--- src/rtl/core/tfu_pkg.sv ---
`timescale 1ns / 1ps
`default_nettype none

package tfu_pkg;

	// fixed field widths
	localparam int TIME_W = 32;
	localparam int WIN_W  = 9;
	localparam int LIM_W  = 11;
	localparam int OHM_W  = 16;
	localparam int RES_W  = 47;
	localparam int CMD_W  = 2;
	localparam int CFG_IDX_W  = 2;
	localparam int CFG_DATA_W = 16;
	localparam int FRAME_LO_W = 64;
	localparam int FRAME_HI_W = 56;

	// input commands
	localparam logic [CMD_W-1:0] CMD_FRAME  = 2'd0;
	localparam logic [CMD_W-1:0] CMD_CLEAR  = 2'd1;
	localparam logic [CMD_W-1:0] CMD_PAUSE  = 2'd2;
	localparam logic [CMD_W-1:0] CMD_RESUME = 2'd3;

	// register indexes
	localparam logic [CFG_IDX_W-1:0] REG_MATCH_WINDOW = 2'd0;
	localparam logic [CFG_IDX_W-1:0] REG_TICK_LIMIT   = 2'd1;
	localparam logic [CFG_IDX_W-1:0] REG_REF_OHMS     = 2'd2;

	// register reset values
	localparam logic [WIN_W-1:0] WIN_RESET = 9'd50;
	localparam logic [LIM_W-1:0] LIM_RESET = 11'd1000;
	localparam logic [OHM_W-1:0] OHM_RESET = 16'd4990;

	// time base after clear or pause: -5000
	localparam logic [TIME_W-1:0] BASE_AFTER_CLEAR = 32'hFFFF_EC78;

	localparam logic [RES_W-1:0] RES_MAX = {RES_W{1'b1}};

	typedef enum logic [3:0] {
		ST_IDLE,
		ST_SEL,
		ST_DIFF,
		ST_UNW0,
		ST_UNW1,
		ST_UNW2,
		ST_MUL,
		ST_DIV,
		ST_OUT
	} tfu_state_t;

endpackage

`default_nettype wire

--- src/rtl/core/telemetry_frame_unwrap_resistance_unit.sv ---
`timescale 1ns / 1ps
`default_nettype none
// telemetry frame unwrapper and resistance converter
// input channel (in_valid/in_ready): one word per command; cmd selects frame, clear history,
// pause or resume. a frame word holds a tick count and SAMPLES_PER_FRAME packed adc samples.
// output channel (out_valid/out_ready): one word per kept sample, oldest first, carrying the
// raw tick, the unwrapped 32-bit time, the sample, the resistance in q8 and a saturation flag;
// last_of_frame marks the final word of a frame. frames with every tick skipped, paused
// frames and the three commands produce no output word.
// configuration: cfg_we writes cfg_data into register cfg_index at the clock edge
// (0 match window, 1 valid tick limit, 2 reference ohms); write only while idle.
// timing: each kept sample runs through a small sequencer: select, difference, up to three
// distance checks on one shared compare unit, one multiply, then a restoring divider
// that retires one quotient bit per cycle; a skipped sample only passes through select.
// in_ready is high only while idle, so a new word is taken only once the frame is through.
// stall: the result word holds on the output until out_ready; the sequencer waits meanwhile.
// reset: asynchronous, clears time base, newest time, history and pause flag and restores
// the register defaults.

module telemetry_frame_unwrap_resistance_unit
	import tfu_pkg::*;
#(
	parameter int SAMPLES_PER_FRAME = 5,
	parameter int SAMPLE_BITS       = 22,
	parameter int TICK_BITS         = 10
) (
	input  wire                          clk,
	input  wire                          arst_n,

	input  wire                          cfg_we,
	input  wire  [CFG_IDX_W-1:0]         cfg_index,
	input  wire  [CFG_DATA_W-1:0]        cfg_data,

	input  wire                          in_valid,
	output logic                         in_ready,
	input  wire  [CMD_W-1:0]             cmd,
	input  wire  [FRAME_LO_W-1:0]        frame_low,
	input  wire  [FRAME_HI_W-1:0]        frame_high,

	output logic                         out_valid,
	input  wire                          out_ready,
	output logic [TICK_BITS-1:0]         raw_tick,
	output logic signed [TIME_W-1:0]     sample_time,
	output logic signed [SAMPLE_BITS-1:0] adc_value,
	output logic [RES_W-1:0]             resistance_q8,
	output logic                         saturated,
	output logic                         last_of_frame
);

	localparam int SPF     = SAMPLES_PER_FRAME;
	localparam int SB      = SAMPLE_BITS;
	localparam int IDX_W   = (SPF > 1) ? $clog2(SPF) : 1;
	localparam int IN_W    = FRAME_LO_W + FRAME_HI_W;
	localparam int FRAME_W = TICK_BITS + SPF * SB;
	localparam int FULL_W  = (FRAME_W > IN_W) ? FRAME_W : IN_W;
	localparam int PROD_W  = OHM_W + SB;
	localparam int DVD_W   = PROD_W + 8;
	localparam int CNT_W   = $clog2(DVD_W);
	localparam int QW      = (DVD_W > RES_W) ? DVD_W : RES_W;
	localparam int CMP_W   = (TICK_BITS > LIM_W) ? TICK_BITS : LIM_W;
	localparam logic [TIME_W-1:0] WRAP = TIME_W'(1) << TICK_BITS;
	localparam logic [SB:0]       HALF = (SB + 1)'(1) << (SB - 1);

	tfu_state_t state_q, state_d;

	// configuration
	logic [WIN_W-1:0]  win_q;
	logic [LIM_W-1:0]  lim_q;
	logic [OHM_W-1:0]  ohm_q;

	// history
	logic [TIME_W-1:0] base_q;
	logic [TIME_W-1:0] newest_q;
	logic              have_q;
	logic              paused_q;

	// frame work registers
	logic [FRAME_LO_W-1:0] flo_q;
	logic [FRAME_HI_W-1:0] fhi_q;
	logic [SPF-1:0]        keep_q;
	logic [IDX_W-1:0]      idx_q;
	logic [TICK_BITS-1:0]  tick_q;
	logic [TIME_W-1:0]     utime_q;
	logic [TIME_W-1:0]     nref_q;
	logic [TIME_W-1:0]     diff_q;

	// divider
	logic [DVD_W-1:0] dvd_q;
	logic [SB-1:0]    rem_q;
	logic [SB-1:0]    den_q;
	logic [CNT_W-1:0] cnt_q;
	logic             sat_q;

	logic in_fire;
	logic out_fire;
	assign in_fire  = in_valid && in_ready;
	assign out_fire = out_valid && out_ready;

	// tick of each sample from the incoming word, checked against the limit
	logic [TICK_BITS-1:0] in_start;
	logic [SPF-1:0]       in_keep;
	assign in_start = frame_low[TICK_BITS-1:0];
	always_comb begin
		for (int i = 0; i < SPF; i++) begin
			in_keep[i] = CMP_W'(TICK_BITS'(in_start - TICK_BITS'(i))) < CMP_W'(lim_q);
		end
	end

	// sample slices of the stored frame; bits past the word read as zero
	logic [FULL_W-1:0] full;
	logic [SB-1:0]     samp_arr [SPF];
	logic [SB-1:0]     samp;
	assign full = FULL_W'({fhi_q, flo_q});
	for (genvar gi = 0; gi < SPF; gi++) begin : g_slice
		assign samp_arr[gi] = full[TICK_BITS + gi * SB +: SB];
	end
	assign samp = samp_arr[idx_q];

	// tick of the current sample
	logic [TICK_BITS-1:0] tick_cur;
	assign tick_cur = TICK_BITS'(flo_q[TICK_BITS-1:0] - TICK_BITS'(idx_q));

	// shared distance unit: |diff + offset| <= window
	logic [TIME_W-1:0] off_sel;
	logic [TIME_W-1:0] dsum;
	logic [TIME_W-1:0] dabs;
	logic              in_win;
	always_comb begin
		case (state_q)
			ST_UNW1: off_sel = TIME_W'(0) - WRAP;
			ST_UNW2: off_sel = WRAP;
			default: off_sel = '0;
		endcase
	end
	assign dsum   = diff_q + off_sel;
	assign dabs   = dsum[TIME_W-1] ? (TIME_W'(0) - dsum) : dsum;
	assign in_win = dabs <= TIME_W'(win_q);

	// divider equation operands: H - v and H + v
	logic [SB:0]   samp_ext;
	logic [SB:0]   num_full;
	logic [SB:0]   den_full;
	logic [PROD_W-1:0] prod;
	assign samp_ext = {samp[SB-1], samp};
	assign num_full = HALF - samp_ext;
	assign den_full = HALF + samp_ext;
	assign prod     = PROD_W'(ohm_q) * PROD_W'(num_full[SB-1:0]);

	// one restoring step
	logic [SB:0] rem_sh;
	logic [SB:0] rem_sub;
	logic        ge;
	assign rem_sh  = {rem_q, dvd_q[DVD_W-1]};
	assign rem_sub = rem_sh - {1'b0, den_q};
	assign ge      = rem_sh >= {1'b0, den_q};

	// next state
	always_comb begin
		state_d = state_q;
		unique case (state_q)
			ST_IDLE: begin
				if (in_fire && cmd == CMD_FRAME && !paused_q && |in_keep) begin
					state_d = ST_SEL;
				end
			end
			ST_SEL: begin
				if (keep_q[idx_q]) begin
					state_d = ST_DIFF;
				end else if (idx_q == '0) begin
					state_d = ST_IDLE;
				end
			end
			ST_DIFF: state_d = ST_UNW0;
			ST_UNW0: state_d = in_win ? ST_MUL : ST_UNW1;
			ST_UNW1: state_d = in_win ? ST_MUL : ST_UNW2;
			ST_UNW2: state_d = ST_MUL;
			ST_MUL:  state_d = ST_DIV;
			ST_DIV: begin
				if (cnt_q == '0) begin
					state_d = ST_OUT;
				end
			end
			ST_OUT: begin
				if (out_ready) begin
					state_d = (idx_q == '0) ? ST_IDLE : ST_SEL;
				end
			end
			default: state_d = ST_IDLE;
		endcase
	end

	// handshake outputs
	always_comb begin
		in_ready  = 1'b0;
		out_valid = 1'b0;
		unique case (state_q)
			ST_IDLE: in_ready  = 1'b1;
			ST_OUT:  out_valid = 1'b1;
			default: ;
		endcase
	end

	always_ff @(posedge clk or negedge arst_n) begin
		if (!arst_n) begin
			state_q <= ST_IDLE;
		end else begin
			state_q <= state_d;
		end
	end

	// configuration writes
	always_ff @(posedge clk or negedge arst_n) begin
		if (!arst_n) begin
			win_q <= WIN_RESET;
			lim_q <= LIM_RESET;
			ohm_q <= OHM_RESET;
		end else if (cfg_we) begin
			unique case (cfg_index)
				REG_MATCH_WINDOW: win_q <= cfg_data[WIN_W-1:0];
				REG_TICK_LIMIT:   lim_q <= cfg_data[LIM_W-1:0];
				REG_REF_OHMS:     ohm_q <= cfg_data[OHM_W-1:0];
				default: ;
			endcase
		end
	end

	// history and command handling
	always_ff @(posedge clk or negedge arst_n) begin
		if (!arst_n) begin
			base_q   <= '0;
			newest_q <= '0;
			have_q   <= 1'b0;
			paused_q <= 1'b0;
		end else begin
			unique case (state_q)
				ST_IDLE: begin
					if (in_fire) begin
						unique case (cmd)
							CMD_CLEAR: begin
								have_q   <= 1'b0;
								newest_q <= '0;
								base_q   <= BASE_AFTER_CLEAR;
							end
							CMD_PAUSE: begin
								paused_q <= 1'b1;
								base_q   <= BASE_AFTER_CLEAR;
							end
							CMD_RESUME: paused_q <= 1'b0;
							default: ;
						endcase
					end
				end
				// wrap down or up by one tick period, else rebase just past the newest
				ST_UNW1: begin
					if (in_win) begin
						base_q <= base_q - WRAP;
					end
				end
				ST_UNW2: begin
					if (in_win) begin
						base_q <= base_q + WRAP;
					end else begin
						base_q <= nref_q + TIME_W'(1) - TIME_W'(tick_q);
					end
				end
				ST_MUL: begin
					if (!have_q || $signed(utime_q) > $signed(newest_q)) begin
						newest_q <= utime_q;
					end
					have_q <= 1'b1;
				end
				default: ;
			endcase
		end
	end

	// sequencer control registers
	always_ff @(posedge clk or negedge arst_n) begin
		if (!arst_n) begin
			idx_q  <= '0;
			keep_q <= '0;
			cnt_q  <= '0;
		end else begin
			case (state_q)
				ST_IDLE: begin
					if (in_fire) begin
						idx_q  <= IDX_W'(SPF - 1);
						keep_q <= in_keep;
					end
				end
				ST_SEL: begin
					if (!keep_q[idx_q] && idx_q != '0) begin
						idx_q <= idx_q - IDX_W'(1);
					end
				end
				ST_MUL: cnt_q <= CNT_W'(DVD_W - 1);
				ST_DIV: cnt_q <= cnt_q - CNT_W'(1);
				ST_OUT: begin
					if (out_ready && idx_q != '0) begin
						idx_q <= idx_q - IDX_W'(1);
					end
				end
				default: ;
			endcase
		end
	end

	// datapath payload registers
	always_ff @(posedge clk) begin
		case (state_q)
			ST_IDLE: begin
				if (in_fire) begin
					flo_q <= frame_low;
					fhi_q <= frame_high;
				end
			end
			ST_SEL: begin
				tick_q  <= tick_cur;
				utime_q <= TIME_W'(tick_cur) + base_q;
				nref_q  <= have_q ? newest_q : '0;
			end
			ST_DIFF: diff_q <= utime_q - nref_q;
			ST_UNW1: begin
				if (in_win) begin
					utime_q <= utime_q - WRAP;
				end
			end
			ST_UNW2: begin
				if (in_win) begin
					utime_q <= utime_q + WRAP;
				end else begin
					utime_q <= nref_q + TIME_W'(1);
				end
			end
			ST_MUL: begin
				dvd_q <= {prod, 8'b0};
				rem_q <= '0;
				den_q <= den_full[SB-1:0];
				sat_q <= den_full[SB-1:0] == '0;
			end
			ST_DIV: begin
				dvd_q <= {dvd_q[DVD_W-2:0], ge};
				rem_q <= ge ? rem_sub[SB-1:0] : rem_sh[SB-1:0];
			end
			default: ;
		endcase
	end

	// last word when no later sample of the frame is kept
	logic [SPF-1:0] lower_mask;
	always_comb begin
		for (int i = 0; i < SPF; i++) begin
			lower_mask[i] = IDX_W'(i) < idx_q;
		end
	end

	logic [QW-1:0] quo_ext;
	assign quo_ext = QW'(dvd_q);

	assign raw_tick      = tick_q;
	assign sample_time   = $signed(utime_q);
	assign adc_value     = $signed(samp);
	assign saturated     = sat_q;
	assign resistance_q8 = (sat_q || quo_ext > QW'(RES_MAX)) ? RES_MAX : quo_ext[RES_W-1:0];
	assign last_of_frame = ~|(keep_q & lower_mask);

	// checks
	a_ready_excl: assert property (@(posedge clk) disable iff (!arst_n)
		!(in_ready && out_valid))
		else $error("input and output sides active together");

	a_out_kept: assert property (@(posedge clk) disable iff (!arst_n)
		out_valid |-> keep_q[idx_q])
		else $error("result word for a skipped sample");

	a_sat_max: assert property (@(posedge clk) disable iff (!arst_n)
		(out_valid && saturated) |-> resistance_q8 == RES_MAX)
		else $error("saturated word without full-scale resistance");

	a_pause: assert property (@(posedge clk) disable iff (!arst_n)
		(in_fire && cmd == CMD_PAUSE) |=> (paused_q && base_q == BASE_AFTER_CLEAR))
		else $error("pause did not take effect");

	a_div_count: assert property (@(posedge clk) disable iff (!arst_n)
		(state_q == ST_DIV && cnt_q != '0) |=>
			(state_q == ST_DIV && cnt_q == $past(cnt_q) - CNT_W'(1)))
		else $error("divider left early");

endmodule

`default_nettype wire

--- config.mk ---
export PLATFORM = sky130hd
export DESIGN_NAME = telemetry_frame_unwrap_resistance_unit
export DESIGN_NICKNAME = d
export VERILOG_FILES = /design/src/rtl/core/tfu_pkg.sv /design/src/rtl/core/telemetry_frame_unwrap_resistance_unit.sv
export SDC_FILE = /design/constraint.sdc
export NUM_CORES = 2
export LEC_CHECK = 0
export ABC_AREA = 1
export BUFFER_PORTS_ARGS = -buffer_cell sky130_fd_sc_hd__buf_2
export CORE_ASPECT_RATIO = 0.8
export CORE_MARGIN = 5
export CORE_UTILIZATION = 60
export DETAILED_ROUTE_END_ITERATION = 10
export MAX_ROUTING_LAYER = met4
export PLACE_DENSITY = 0.84
export SYNTH_ARGS = -nofsm -noshare
export SYNTH_HDL_FRONTEND = slang
export SYNTH_SLANG_ARGS = --single-unit
--- constraint.sdc ---
create_clock -name clk -period 20.4 [get_ports clk]
set_input_delay 1.02 -clock clk [delete_from_list [all_inputs] [get_ports clk]]
set_output_delay 1.02 -clock clk [all_outputs]
set_load 0.01 [all_outputs]
### Word level (Yosys, flattened, before mapping)

Index checks and enable logic that the tools add are counted.

| storage, ports and cells | value |
|---|---|
| flip-flop bits (word level) | 437 |
| input bits | 145 |
| output and inout port bits | 115 |

| operators by class | value |
|---|---|
| add/subtract/negate cells | 20 |
| multipliers | 1 |
| $lt $le $gt $ge | 16 |
| equal/unequal tests | 24 |
| mux-type cells | 43 |
| bitwise logic cells | 2 |
| reductions and logical operators | 39 |

Operator list:

| operator | count |
|---|---|
| $mux W32 | 10 |
| $pmux W32 S3 | 2 |
| $pmux W32 S2 | 2 |
| $pmux W46 S2 | 1 |
| $bmux W22 S3 | 1 |
| $mux W22 | 3 |
| $add A32 B11 Y32 const B | 2 |
| $sub A32 B11 Y32 const B | 2 |
| $lt A10 B11 Y1 | 5 |
| $gt A46 B47 Y1 const B | 1 |
| $mux W47 | 1 |
| $pmux W22 S2 | 1 |
| $mul A16 B22 Y38 | 1 |
| $pmux W4 S9 | 1 |
| $add A10 B32 Y32 | 1 |
| $add A32 B1 Y32 const B | 1 |
| $add A32 B32 Y32 | 1 |
| $gt A32 B32 Y1 | 1 |
| $le A32 B9 Y1 | 1 |
| $sub A1 B32 Y32 const A | 1 |
| $sub A32 B10 Y32 | 1 |
| $sub A32 B32 Y32 | 1 |
| $ge A23 B22 Y1 | 1 |
| $add A22 B22 Y22 const A | 1 |
| 47 further kinds | 102 |

### Longest topological paths before layout

| logic depth | value |
|---|---|
| depth after elaboration | 8 |
| gate-level depth with buffers | 47 |
| mapped depth without buffers | 45 |

### Least setup slack after synthesis

Ideal clock, no wire load.

| timing | value |
|---|---|
| path type | reg2reg |
| start point | register state_q[0] |
| end point | register newest_q[22] |
| setup time | 0.121 ns |
| data arrival time | 10.607 ns |
| data required time | 20.279 ns |
| path slack | 9.672 ns |
| cell stages (with the launch flop) | 14 |
| cells stage by stage | dfrtp_1 > buf_2 > clkinv_1 > nor3_1 > nand2_1 > a21oi_1 > inv_1 > nor2_1 > inv_1 > nor2_1 > o21ai_1 > clkbuf_1 > nand2_1 > nand2_1 |

| between the ends | value |
|---|---|
| word-level cells in the longest chain between the ends | 5 |
| elaborated cells on any way between the ends | 10 |
| those cells by class | eq/ne: 4; mux: 2; reduce/logical: 4 |

RTL lines:

| item | RTL line | source |
|---|---|---|
| from (decl) | telemetry_frame_unwrap_resistance_unit.sv:64 | `tfu_state_t state_q, state_d;` |
| from (signal assigned) | telemetry_frame_unwrap_resistance_unit.sv:207 | `state_q <= state_d;` |
| $logic_not A4 Y1 | telemetry_frame_unwrap_resistance_unit.sv:196, telemetry_frame_unwrap_resistance_unit.sv:235 |  |
| $mux W1 | telemetry_frame_unwrap_resistance_unit.sv:196 | `unique case (state_q)` |
| $logic_and A1 B1 Y1 | telemetry_frame_unwrap_resistance_unit.sv:96 | `assign in_fire = in_valid && in_ready;` |
| $ne A2 B2 Y1 (no line) | - |  |
| $reduce_and A4 Y1 (no line) | - |  |
| to (signal assigned) | telemetry_frame_unwrap_resistance_unit.sv:268 | `newest_q <= utime_q;` |
| to (decl) | telemetry_frame_unwrap_resistance_unit.sv:73 | `logic [TIME_W-1:0] newest_q;` |

Several ways; a longest one is shown, not always the timed one.
A chain may end at the register's enable or synchronous reset.

### Final worst setup path

| timing | value |
|---|---|
| start point | register idx_q[0] |
| end point | register dvd_q[44] (data pin) |

| between the ends | value |
|---|---|
| word-level cells in the longest chain between the ends | 7 |

RTL lines:

| item | RTL line | source |
|---|---|---|
| from (decl) | telemetry_frame_unwrap_resistance_unit.sv:81 | `logic [IDX_W-1:0] idx_q;` |
| from (signal assigned) | telemetry_frame_unwrap_resistance_unit.sv:287 | `idx_q <= IDX_W'(SPF - 1);` |
| from (signal assigned) | telemetry_frame_unwrap_resistance_unit.sv:293 | `idx_q <= idx_q - IDX_W'(1);` |
| from (signal assigned) | telemetry_frame_unwrap_resistance_unit.sv:300 | `idx_q <= idx_q - IDX_W'(1);` |
| $not A3 Y4 (not written as such) | telemetry_frame_unwrap_resistance_unit.sv:117 | `assign samp = samp_arr[idx_q];` |
| $bmux W22 S3 | telemetry_frame_unwrap_resistance_unit.sv:117 |  |
| $mux W22 (not written as such) (2 in series) | telemetry_frame_unwrap_resistance_unit.sv:117 |  |
| $sub A22 B22 Y22 | telemetry_frame_unwrap_resistance_unit.sv:145 | `assign num_full = HALF - samp_ext;` |
| $mul A16 B22 Y38 | telemetry_frame_unwrap_resistance_unit.sv:147 | `assign prod = PROD_W'(ohm_q) * PROD_W'(num_full[SB-1:0]);` |
| $pmux W46 S2 | telemetry_frame_unwrap_resistance_unit.sv:310 | `case (state_q)` |
| to (signal assigned) | telemetry_frame_unwrap_resistance_unit.sv:336 | `dvd_q <= {prod, 8'b0};` |
| to (signal assigned) | telemetry_frame_unwrap_resistance_unit.sv:342 | `dvd_q <= {dvd_q[DVD_W-2:0], ge};` |
| to (decl) | telemetry_frame_unwrap_resistance_unit.sv:88 | `logic [DVD_W-1:0] dvd_q;` |

No other way between the ends. The select of a mux whose other input is x is not followed.

==> run metrics <==
min cycle time layout=10300 ps; post-synth top area cell=edfxtp_1; Final Non-Filler Cells=6391; sequential-to-total area share from yosys stat=30.24%; WL/cell=19.65 um; CP max stage delay=630 ps; CP max stage cell=o21ai_0; Mapped Nets=5996; area grow syn2layout=8.845%; Hold Buf Count CTS=0; I/O Pins=260; RSZ-0062 raised after global routing=no; Mean Syn Cell Area=7.897 um^2; critical path class=reg2reg; Tightest Pin Transition=1233 ps; Worst EP required=20750 ps; Die W=304 um; CTS Buf Count=48; number of global-route vias before repair=35979; fmax=0.09711 GHz; Reg area=12540 um^2; Syn Inst Count=5254; number of synthesized flops with an enable pin=317; Placed Cells=6300; GRT Total Usage=34.12%; # Post-CTS Setup Buffers=0; grt ovf=0; top_reg_cell synth=edfxtp_1; largest net degree at the start of global routing=81; top cell family by delay on the critical path=adder cells; post-route ant nets=0; CTS root buf=clkbuf_16; # rows=86; Mapped Area=41490 um^2; critical path fanouts, max=52; wirelength, routed=125600 um; WP data arrival=10650 ps; status=finished, final reports clean; Max Cap Viol=0; # DRC=0; Nets=6168; Clock transition at path regs=70 ps; Placer Congestion=1.065; share of cells above drive strength 1=9.641%; final setup fails=0; initial antenna violation count=3; area share of the largest cell type after synthesis=22.94%; HP Class=reg2reg; final worst path period share=50.48%; YS warnings=0; Seq cells post-synth=437; Port Buffers=259; initial detailed-routing violation count=4476; DIE AREA=74540 um^2; final hold viol count=0; setup TNS=0 ps; endpoint class of the critical path=register; clock sink total=437; Slew headroom=17.07%; H-tree Lvls=2; Max Root-Sink Buffers=3; CP dominant cell by count=nand2_1; height of the die=245.2 um; CTS tree=done; initial core utilization=60.34%; top cells by area, synth=edfxtp_1 (23%), fa_1 (14%), nand2_1 (11%), ha_1 (9.4%), inv_1 (8.1%); Clock Skew=43.00 ps; CP startpoint kind=register; vias post-DR=36903; core area=68760 um^2; Yosys cell types=65; clock latency on the worst-skew pair=630 ps; vias per inst=5.774; Detail Placement HPWL=97170 um; Layout fillers=5677; Pre-antenna DRT Iters=9; post-cts resize count=0; Commonest cells post-synth=nand2_1 (1197), inv_1 (891), nor2_1 (497), edfxtp_1 (317), ha_1 (313); area occupied by multi-input gates=24740 um^2; first-pass GRT wire length=197800 um; Slew Limit Fails=0; count leader, synth=nand2_1; Bufs and invs on worst path=9; ys async rst share=27.46%
-- per-layer routing --
metal  track usage (%)  routed length (um)
met5                 -                   0
met4             9.430                3894
met3             9.774               16620
met2             48.39               51660
met1             48.33               53390
-- placed cells by master, fill, tap and decap left out, types with 23 or more instances in the layout --
| cell type | count |
|---|---|
| dfrtp_1 | 102 |
| ha_1 | 313 |
| o211ai_1 | 23 |
| xor2_1 | 143 |
| a21oi_1 | 247 |
| nor2_1 | 489 |
| edfxtp_1 | 317 |
| nand3_1 | 295 |
| buf_2 | 258 |
| nor3_1 | 60 |
| nand2_1 | 1197 |
| clkbuf_16 | 52 |
| or2_2 | 52 |
| inv_1 | 890 |
| fa_1 | 284 |
| buf_4 | 36 |
| o21ai_1 | 27 |
| o21a_1 | 28 |
| xnor2_1 | 57 |
| nand4_1 | 51 |
| o21ai_0 | 247 |
-- worst paths after layout --
kind / start / slack [ps] / end / cells past startpoint
min: base_q[7] / 480 / base_q[7] / 2
max reg2reg: idx_q[0] / 10100 / dvd_q[44] / 43
min in group asynchronous: arst_n / 500 / newest_q[2] / 1
max: idx_q[0] / 10100 / dvd_q[44] / 43
min reg2reg: base_q[7] / 480 / base_q[7] / 2
max in group asynchronous: arst_n / 18410 / base_q[29] / 2
-- layout make-up --
class / instances / area share (%)
multi-input combinational: 3725 / 54.77
sequential: 437 / 27.78
inverter: 920 / 7.647
timing repair buffer: 294 / 3.458
clock buffer: 69 / 3.156
tap: 924 / 2.560
clock inverter: 21 / 0.6234
antenna: 1 / 0.005541
-- registers in the layout (all words and copies together), names as in the netlist, 16 cells and up --
signal	flops
flo_q	64
sample_time	32
den_q	22
dvd_q	46
ohm_q	16
rem_q	22
nref_q	32
newest_q	32
base_q	32
fhi_q	56
diff_q	32
-- kinds of logic after synthesis --
logic type | Yosys count | synth area share, %
AOI/OAI and AO/OA | 679 | 9.216
DFF | 437 | 30.24
muxes | 1 | 0.02714
buffers and inverters | 1092 | 10.31
adders and majority gates | 597 | 23.14
and+or+nand+nor | 2247 | 22.80
xor gates and xnor gates | 201 | 4.261
-- tightest hold or removal path: stages, from the launching register on --
cell and delay, ps:
dfrtp_1 350, nand2_1 60, nand2_1 50
-- per-stage QoR --
step           hold slack, ps  utilization (%)  cell area, um^2  setup WS [ps]
2_1_floorplan           448.3                -            41490           9672
3_3_place_gp            462.3            63.19            43450          10600
3_5_place_dp            469.2            63.19            43450          10340
4_1_cts                 483.7            65.67            45160          10300
5_1_grt                 502.9            65.68            45160           9324
6_report                482.6            65.68            45160          10100
Power is not shown: default switching activity piles up to over one toggle a cycle in this logic, so the estimate is an artifact.
